[config.mk]
export PLATFORM = sky130hd
export DESIGN_NAME = window_majority_debouncer
export DESIGN_NICKNAME = d
export VERILOG_FILES = /design/src/rtl/wmd_pkg.sv /design/src/rtl/wmd_cfg.sv /design/src/rtl/wmd_core.sv /design/src/rtl/window_majority_debouncer.sv
export SDC_FILE = /design/constraint.sdc
export NUM_CORES = 1
export LEC_CHECK = 0
export BUFFER_PORTS_ARGS = -buffer_cell sky130_fd_sc_hd__buf_4
export CAP_MARGIN = 40
export CORE_ASPECT_RATIO = 1.25
export CORE_MARGIN = 2
export CORE_UTILIZATION = 30
export CTS_CLUSTER_DIAMETER = 60
export DETAILED_ROUTE_END_ITERATION = 8
export GPL_TIMING_DRIVEN = 0
export SLEW_MARGIN = 20
export SYNTH_ARGS = -nofsm -noshare
export SYNTH_HDL_FRONTEND = slang
export SYNTH_SLANG_ARGS = --single-unit
[constraint.sdc]
create_clock -name clk_i -period 4.7 [get_ports clk_i]
set_input_delay 0.235 -clock clk_i [delete_from_list [all_inputs] [get_ports clk_i]]
set_output_delay 0.235 -clock clk_i [all_outputs]
set_load 0.01 [all_outputs]
[src/rtl/wmd_pkg.sv]
`default_nettype none

package wmd_pkg;

  localparam int unsigned WINDOW_SIZE = 16;
  localparam int unsigned SlotW = (WINDOW_SIZE > 1) ? $clog2(WINDOW_SIZE) : 1;
  localparam int unsigned CntW = $clog2(WINDOW_SIZE + 1);
  localparam int unsigned PctW = 7;
  localparam int unsigned IntervalW = 32;
  localparam int unsigned CfgIdxW = 2;
  localparam int unsigned CfgDataW = 32;
  localparam int unsigned ActW = 2;

  localparam logic [ActW-1:0] ActTick  = 2'd0;
  localparam logic [ActW-1:0] ActArm   = 2'd1;
  localparam logic [ActW-1:0] ActReset = 2'd2;

  localparam logic [CfgIdxW-1:0] CfgActiveLow = 2'd0;
  localparam logic [CfgIdxW-1:0] CfgThreshold = 2'd1;
  localparam logic [CfgIdxW-1:0] CfgInterval  = 2'd2;

  localparam logic [PctW-1:0] PctMax = 7'd100;
  localparam logic [PctW-1:0] PctReset = 7'd90;
  localparam logic [IntervalW-1:0] IntervalReset = 32'd1000;
  localparam logic [IntervalW-1:0] IntervalSat = '1;

  typedef logic [CntW-1:0] thr_table_t [2**PctW];

  typedef struct packed {
    logic                 active_low;
    logic [PctW-1:0]      threshold_percent;
    logic [IntervalW-1:0] sample_interval;
  } cfg_t;

  // ceil(size * percent / 100), capped at size, for every 7-bit percent code
  function automatic thr_table_t build_thr_table();
    thr_table_t tbl;
    int unsigned v;
    for (int unsigned i = 0; i < 2**PctW; i++) begin
      v = (WINDOW_SIZE * i + 99) / 100;
      tbl[i] = (v > WINDOW_SIZE) ? CntW'(WINDOW_SIZE) : CntW'(v);
    end
    return tbl;
  endfunction

  localparam thr_table_t ThrTable = build_thr_table();

endpackage

`default_nettype wire

[src/rtl/wmd_cfg.sv]
`default_nettype none

module wmd_cfg
  import wmd_pkg::*;
(
  input  wire logic                clk_i,
  input  wire logic                rst_ni,
  input  wire logic                cfg_valid_i,
  output      logic                cfg_ready_o,
  input  wire logic [CfgIdxW-1:0]  cfg_index_i,
  input  wire logic [CfgDataW-1:0] cfg_data_i,
  output      cfg_t                cfg_o
);

  cfg_t cfg_q, cfg_d;
  logic [PctW-1:0] pct;

  assign cfg_ready_o = 1'b1;
  assign pct = cfg_data_i[PctW-1:0];

  always_comb begin
    cfg_d = cfg_q;
    if (cfg_valid_i) begin
      case (cfg_index_i)
        CfgActiveLow: cfg_d.active_low = cfg_data_i[0];
        CfgThreshold: begin
          if (pct <= PctMax) cfg_d.threshold_percent = pct;
        end
        CfgInterval: cfg_d.sample_interval = cfg_data_i[IntervalW-1:0];
        default: cfg_d = cfg_q;
      endcase
    end
  end

  always_ff @(posedge clk_i or negedge rst_ni) begin
    if (!rst_ni) begin
      cfg_q.active_low        <= 1'b0;
      cfg_q.threshold_percent <= PctReset;
      cfg_q.sample_interval   <= IntervalReset;
    end else begin
      cfg_q <= cfg_d;
    end
  end

  assign cfg_o = cfg_q;

endmodule

`default_nettype wire

[src/rtl/wmd_core.sv]
`default_nettype none

module wmd_core
  import wmd_pkg::*;
(
  input  wire logic            clk_i,
  input  wire logic            rst_ni,
  input  wire cfg_t            cfg_i,
  input  wire logic            in_valid_i,
  output      logic            in_stall_o,
  input  wire logic [ActW-1:0] action_i,
  input  wire logic            raw_level_i,
  output      logic            out_valid_o,
  input  wire logic            out_stall_i,
  output      logic            stable_state_o,
  output      logic            pressed_event_o,
  output      logic            released_event_o,
  output      logic            armed_o
);

  // input register
  logic            in_valid_q, in_valid_d;
  logic [ActW-1:0] action_q;
  logic            level_q;

  // debounce state
  logic [WINDOW_SIZE-1:0] window_q, window_d;
  logic [SlotW-1:0]       slot_q, slot_d;
  logic [CntW-1:0]        count_q, count_d;
  logic                   active_q, active_d;
  logic                   pressed_q, pressed_d;
  logic [IntervalW-1:0]   ticks_q, ticks_d;

  // result register
  logic out_valid_q, out_valid_d;
  logic res_stable_q, res_press_q, res_release_q, res_armed_q;
  logic press_ev, release_ev;

  logic            out_free;
  logic            process;
  logic            sample_bit;
  logic [CntW-1:0] thr;
  logic [CntW:0]   rel_sum;

  assign out_free   = !out_valid_q || !out_stall_i;
  assign process    = in_valid_q && out_free;
  assign in_stall_o = in_valid_q && !out_free;
  assign in_valid_d = (in_valid_i && !in_stall_o) || (in_valid_q && !process);
  assign out_valid_d = process || (out_valid_q && out_stall_i);

  assign thr        = ThrTable[cfg_i.threshold_percent];
  assign sample_bit = level_q ^ cfg_i.active_low;

  always_comb begin
    window_d   = window_q;
    slot_d     = slot_q;
    count_d    = count_q;
    active_d   = active_q;
    pressed_d  = pressed_q;
    ticks_d    = ticks_q;
    press_ev   = 1'b0;
    release_ev = 1'b0;
    rel_sum    = '0;
    if (process) begin
      case (action_q)
        ActReset: begin
          window_d  = '0;
          slot_d    = '0;
          count_d   = '0;
          active_d  = 1'b0;
          pressed_d = 1'b0;
          ticks_d   = '0;
        end
        ActArm: begin
          if (!active_q && !pressed_q) begin
            active_d = 1'b1;
            window_d = '0;
            slot_d   = '0;
            count_d  = '0;
            ticks_d  = '0;
          end
        end
        ActTick: begin
          if (active_q) begin
            if (ticks_q != IntervalSat) ticks_d = ticks_q + 1'b1;
            if (ticks_d >= cfg_i.sample_interval) begin
              ticks_d = '0;
              count_d = count_q - CntW'(window_q[slot_q]) + CntW'(sample_bit);
              window_d[slot_q] = sample_bit;
              slot_d = (slot_q == SlotW'(WINDOW_SIZE - 1)) ? '0 : slot_q + 1'b1;
              rel_sum = {1'b0, count_d} + {1'b0, thr};
              if (!pressed_q) begin
                if (count_d >= thr) begin
                  pressed_d = 1'b1;
                  press_ev  = 1'b1;
                end
              end else if (rel_sum <= (CntW+1)'(WINDOW_SIZE)) begin
                pressed_d  = 1'b0;
                release_ev = 1'b1;
                active_d   = 1'b0;
                window_d   = '0;
                slot_d     = '0;
                count_d    = '0;
              end
            end
          end
        end
        default: begin
          window_d = window_q;
        end
      endcase
    end
  end

  always_ff @(posedge clk_i or negedge rst_ni) begin
    if (!rst_ni) begin
      in_valid_q  <= 1'b0;
      out_valid_q <= 1'b0;
      window_q    <= '0;
      slot_q      <= '0;
      count_q     <= '0;
      active_q    <= 1'b0;
      pressed_q   <= 1'b0;
      ticks_q     <= '0;
    end else begin
      in_valid_q  <= in_valid_d;
      out_valid_q <= out_valid_d;
      window_q    <= window_d;
      slot_q      <= slot_d;
      count_q     <= count_d;
      active_q    <= active_d;
      pressed_q   <= pressed_d;
      ticks_q     <= ticks_d;
    end
  end

  always_ff @(posedge clk_i) begin
    if (in_valid_i && !in_stall_o) begin
      action_q <= action_i;
      level_q  <= raw_level_i;
    end
    if (process) begin
      res_stable_q  <= pressed_d;
      res_press_q   <= press_ev;
      res_release_q <= release_ev;
      res_armed_q   <= active_d;
    end
  end

  assign out_valid_o      = out_valid_q;
  assign stable_state_o   = res_stable_q;
  assign pressed_event_o  = res_press_q;
  assign released_event_o = res_release_q;
  assign armed_o          = res_armed_q;

endmodule

`default_nettype wire

[src/rtl/window_majority_debouncer.sv]
// Sliding-window majority debouncer for one push button.
// Input channel (in_valid_i / in_stall_o): action_i selects a tick carrying
// raw_level_i, an arm on a falling pin edge, or a full state clear.
// Output channel (out_valid_o / out_stall_i): one result item per input
// item with the debounced state, press and release pulses and the armed flag.
// Configuration channel (cfg_valid_i / cfg_ready_o): cfg_index_i selects
// 0 active_low, 1 threshold_percent, 2 sample_interval; always ready. The
// user must write it only while no item is in flight; the block does not enforce it.
// Path: an accepted item is held in the input register, is worked on once the
// result register is free or being taken, and then lands in the result
// register, from where the receiver takes it.
// Throughput: one item per cycle while the receiver does not stall, set by the
// single update of the window, count and tick counter between input and result register.
// Reset clears the window, counters, session and pressed state, and the
// registers return to active high, 90 percent and 1000 ticks.
// When the receiver stalls the result holds; the input register keeps one
// further item and in_stall_o rises only once that register is also full.
`default_nettype none

module window_majority_debouncer
  import wmd_pkg::*;
(
  input  wire logic                clk_i,
  input  wire logic                rst_ni,
  input  wire logic                in_valid_i,
  output      logic                in_stall_o,
  input  wire logic [ActW-1:0]     action_i,
  input  wire logic                raw_level_i,
  output      logic                out_valid_o,
  input  wire logic                out_stall_i,
  output      logic                stable_state_o,
  output      logic                pressed_event_o,
  output      logic                released_event_o,
  output      logic                armed_o,
  input  wire logic                cfg_valid_i,
  output      logic                cfg_ready_o,
  input  wire logic [CfgIdxW-1:0]  cfg_index_i,
  input  wire logic [CfgDataW-1:0] cfg_data_i
);

  cfg_t cfg;

  wmd_cfg u_cfg (
    .clk_i       (clk_i),
    .rst_ni      (rst_ni),
    .cfg_valid_i (cfg_valid_i),
    .cfg_ready_o (cfg_ready_o),
    .cfg_index_i (cfg_index_i),
    .cfg_data_i  (cfg_data_i),
    .cfg_o       (cfg)
  );

  wmd_core u_core (
    .clk_i            (clk_i),
    .rst_ni           (rst_ni),
    .cfg_i            (cfg),
    .in_valid_i       (in_valid_i),
    .in_stall_o       (in_stall_o),
    .action_i         (action_i),
    .raw_level_i      (raw_level_i),
    .out_valid_o      (out_valid_o),
    .out_stall_i      (out_stall_i),
    .stable_state_o   (stable_state_o),
    .pressed_event_o  (pressed_event_o),
    .released_event_o (released_event_o),
    .armed_o          (armed_o)
  );

endmodule

`default_nettype wire

==> impl_metrics.toml <==
[status]
outcome = "finished, violations left"
violations = "negative setup slack"

[setup_path]
path_buf_inv = 5
reg2reg_depth = 18
endpoint = "u_core.window_q[6]"
crit_path_start_kind = "register"
r2r_end = "u_core.window_q[6]"
crit_type = "register to register"
crit_chain = "buf_8, mux4_2, mux4_2, ha_4, inv_2, ha_4, fa_2, inv_2, fa_2, nand2b_4, a21oi_4, xnor2_2, a2111oi_4, buf_4, nor3_4, nand4_4, buf_6, o22ai_1"
r2r_start = "u_core.slot_q[0]"
cp-startpoint = "u_core.slot_q[0]"
ff2ff_setup_slack_ns = -0.005
critPathCaptureType = "register"
cp_slowest_cell = "fa_2"
path_max_fanout = 6
crit_arrival_ns = 4.98
worstPathRequired_ns = 4.97
worstSetupPathDepth = 18
max_stage_delay_ns = 0.57
crit_family = "adder cells"

[cells_and_area]
area_delta_synth_final_pct = 20.0
n_fill_cell = 2381
drive_gt1_share_pct = 23.7
final_util_pct = 36.4
layout.nets = 935
antennaDiodeCount = 0

[sta]
hold_ws_ns = 0.0491
period_share_pct = 100
finalSetupTns_ns = -0.00474
min_period_ns = 4.70
setup_viol = 1
grt_setup_unrepaired = "true"
drv_slew = 0
slew-limit-headroom_pct = 47.0
fmax_mhz = 213
clock_skew_ns = 0.00983
hold_viol = 0
setup_slack_ns = -0.00474
tightest_slew_ns = 0.791

[power_and_ir_drop]
p_leak_nw = 3.68
power.total_mw = 3.82
ir_worst_vdd_v = 0.000264
power_density_nw_per_um2 = 446

[drt]
drtPass1Iterations = 5
drtAntennaViolNets = 0
drc = 0
dr.first_iter.drc_count = 290
routed_wl_mm = 17.1
vias_per_cell = 5.06
wl_per_cell_um = 15.0
vias = 5744

[grt]
grt_start_max_net_pins = 53
grt_pass1_wl_mm = 28.7
grt_use_total_pct = 14.3
grt_pass1_vias = 5724
overflow = 0
antenna_found_initial = 0

[logic_synthesis]
ys_seq_elements = 108
yosysWarnings = 0
muxShareOfSynthArea_pct = 8.22
yosys.cell_types.count = 73
syn_inst = 769
synth_nets = 865
synth_top_family_by_area = "simple AND/OR/NAND/NOR gates"
postSynth.asyncResetShare_pct = 93.5
ys_seq_area_share_pct = 38.5
netlist_area_um2 = 7140
synth_simple_gate_area_share_pct = 16.7
synth-compound-area-share_pct = 15.7
synth-edff-count = 7
synthXorXnorAreaFrac_pct = 4.29
synth-adder-area-share_pct = 9.67
synth_ff_type = "dfrtp_1"
avgSynthCellArea_um2 = 9.29

[clocking]
cts_buffers = 9
root_buffer = "clkbuf_16"
cts_buffer_depth = 2
clk_pin_slew_ns = 0.08
clk_latency_ns = 0.36
cts_num_sinks = 108
cts_tree = "done"
htree_levels = 3

[floorplanning]
die_w_um = 142
core_um2 = 23600
die_h_um = 177
initial_utilization_pct = 30.3
dieArea_um2 = 25100
io_pins = 49
fp-row-count = 63

[run]
maxCapViolCount = 0

[placed_design]
place_ws_ns = -0.720
port_buffers = 47
hpwlAfterDp_mm = 12.5
routabilityCongestion = 0.821

[min_path]
hold_class = "input pin to register"
worst min-delay path by stage:
stage                 from             endpoint  slack [ns]  depth (start not counted)
2_1_floorplan       rst_ni       u_cfg.cfg_o[0]       -0.06                          0
3_3_place_gp   action_i[0]   u_core.action_q[0]        0.42                          1
3_5_place_dp        rst_ni  u_core.window_q[10]        0.22                          1
4_1_cts        action_i[1]   u_core.action_q[1]        0.04                          1
5_1_grt        action_i[1]   u_core.action_q[1]        0.03                          1
6_report       action_i[1]   u_core.action_q[1]        0.05                          1
kinds of logic after synthesis:
kind of cell	count (synthesis)
and+or+nand+nor	226
xor gates and xnor gates	35
DFF	108
AOI/OAI and AO/OA	178
buffers and inverters	120
other	1
adders and majority gates	54
muxes	47
state kept, by name, indices dropped and copies added (netlist names), 2 cells and up:
name	flops
u_cfg.cfg_o	40
u_core.action_q	2
u_core.count_q	5
u_core.slot_q	4
u_core.ticks_q	32
u_core.window_q	16
cell usage after synthesis, types with 6 or more instances:
| library cell | instances | area [µm²] |
|---|---|---|
| a21o_1 | 7 | 52.6 |
| a21oi_1 | 53 | 265 |
| a22o_1 | 6 | 52.6 |
| and2_1 | 7 | 43.8 |
| and3_1 | 6 | 37.5 |
| and4_1 | 9 | 78.8 |
| buf_2 | 7 | 35.0 |
| clkbuf_1 | 21 | 78.8 |
| dfrtp_1 | 91 | 2280 |
| dfstp_2 | 10 | 263 |
| edfxtp_1 | 7 | 210 |
| ha_1 | 52 | 651 |
| inv_1 | 85 | 319 |
| mux2_2 | 39 | 439 |
| nand2_1 | 76 | 285 |
| nand2b_1 | 7 | 43.8 |
| nand3_1 | 29 | 145 |
| nand4_1 | 15 | 93.8 |
| nor2_1 | 26 | 97.6 |
| nor3_1 | 12 | 60.1 |
| o21ai_0 | 44 | 220 |
| o22ai_1 | 24 | 150 |
| or4_1 | 8 | 60.1 |
| xnor2_1 | 26 | 228 |
| xor2_1 | 9 | 78.8 |
metrics by stage:
stage | area, µm² | instances
final | 8570 | 1136
after global routing | 8570 | 1136
after CTS | 8380 | 1131
after detailed placement | 7900 | 1110
after global placement | 7860 | 1108
after floorplan | 7140 | 769
cell usage in the layout (no fill, tap or decap), types with 4 or more instances in the layout:
cell	instances
a21o_1	7
a21oi_1	49
a22o_1	6
and2_1	7
and3_1	6
and4_1	9
buf_4	56
buf_6	7
clkbuf_1	15
clkbuf_16	9
dfrtp_1	91
dfstp_2	10
edfxtp_1	7
ha_1	49
inv_1	83
mux2_2	39
mux4_2	5
nand2_1	76
nand2b_1	6
nand3_1	29
nand4_1	15
nor2_1	25
nor2b_1	5
nor3_1	12
o21a_1	4
o21ai_0	43
o21ai_1	5
o22ai_1	14
o22ai_2	10
or3_1	5
or4_1	8
xnor2_1	23
xor2_1	8
worst reg2reg max path: cells and delay by family (launching register included):
kind                       cells  cell delay (ns)
adders and majority gates      4             1.37
muxes                          2             1.04
and+or+nand+nor                3             0.67
buffers and inverters          5             0.60
AOI/OAI and AO/OA              3             0.42
DFF                            1             0.38
xor gates and xnor gates       1             0.14
what timing repair did:
action | CTS | global route
pin swaps | 10 | 10
setup buffers | 5 | 4
cloned | 0 | 1
resized for setup | 29 | 35
hold buffers | 1 | 0
setup endpoints to repair | 30 | 61
hold endpoints to repair | 49 | 0
report_power, final:
| part | switching (mW) | leakage, nW | internal [mW] |
|---|---|---|---|
| combinational | 0.955 | 2.18 | 0.932 |
| clock | 0.374 | 0.138 | 0.417 |
| sequential | 0.0802 | 1.36 | 1.06 |
layer usage:
layer | GRT usage (%) | up-vias | wire (µm)
met4 | 4.29 | 0 | 241
met5 | 0 | - | 0
met3 | 2.63 | 21 | 596
li1 | - | 2859 | -
met2 | 24.2 | 102 | 8420
met1 | 18.6 | 2762 | 7800
final cells by class:
cell class                 count  area, µm²  area share, %
inverter                      85        319           3.72
clock buffer                   9        225           2.63
multi-input combinational    541       4140           48.3
sequential                   108       2750           32.1
clock inverter                 7       75.1          0.876
tap                          292        365           4.26
buffer                        34        213           2.48
timing repair buffer          60        480           5.61
(Power assumes the default switching activity.)
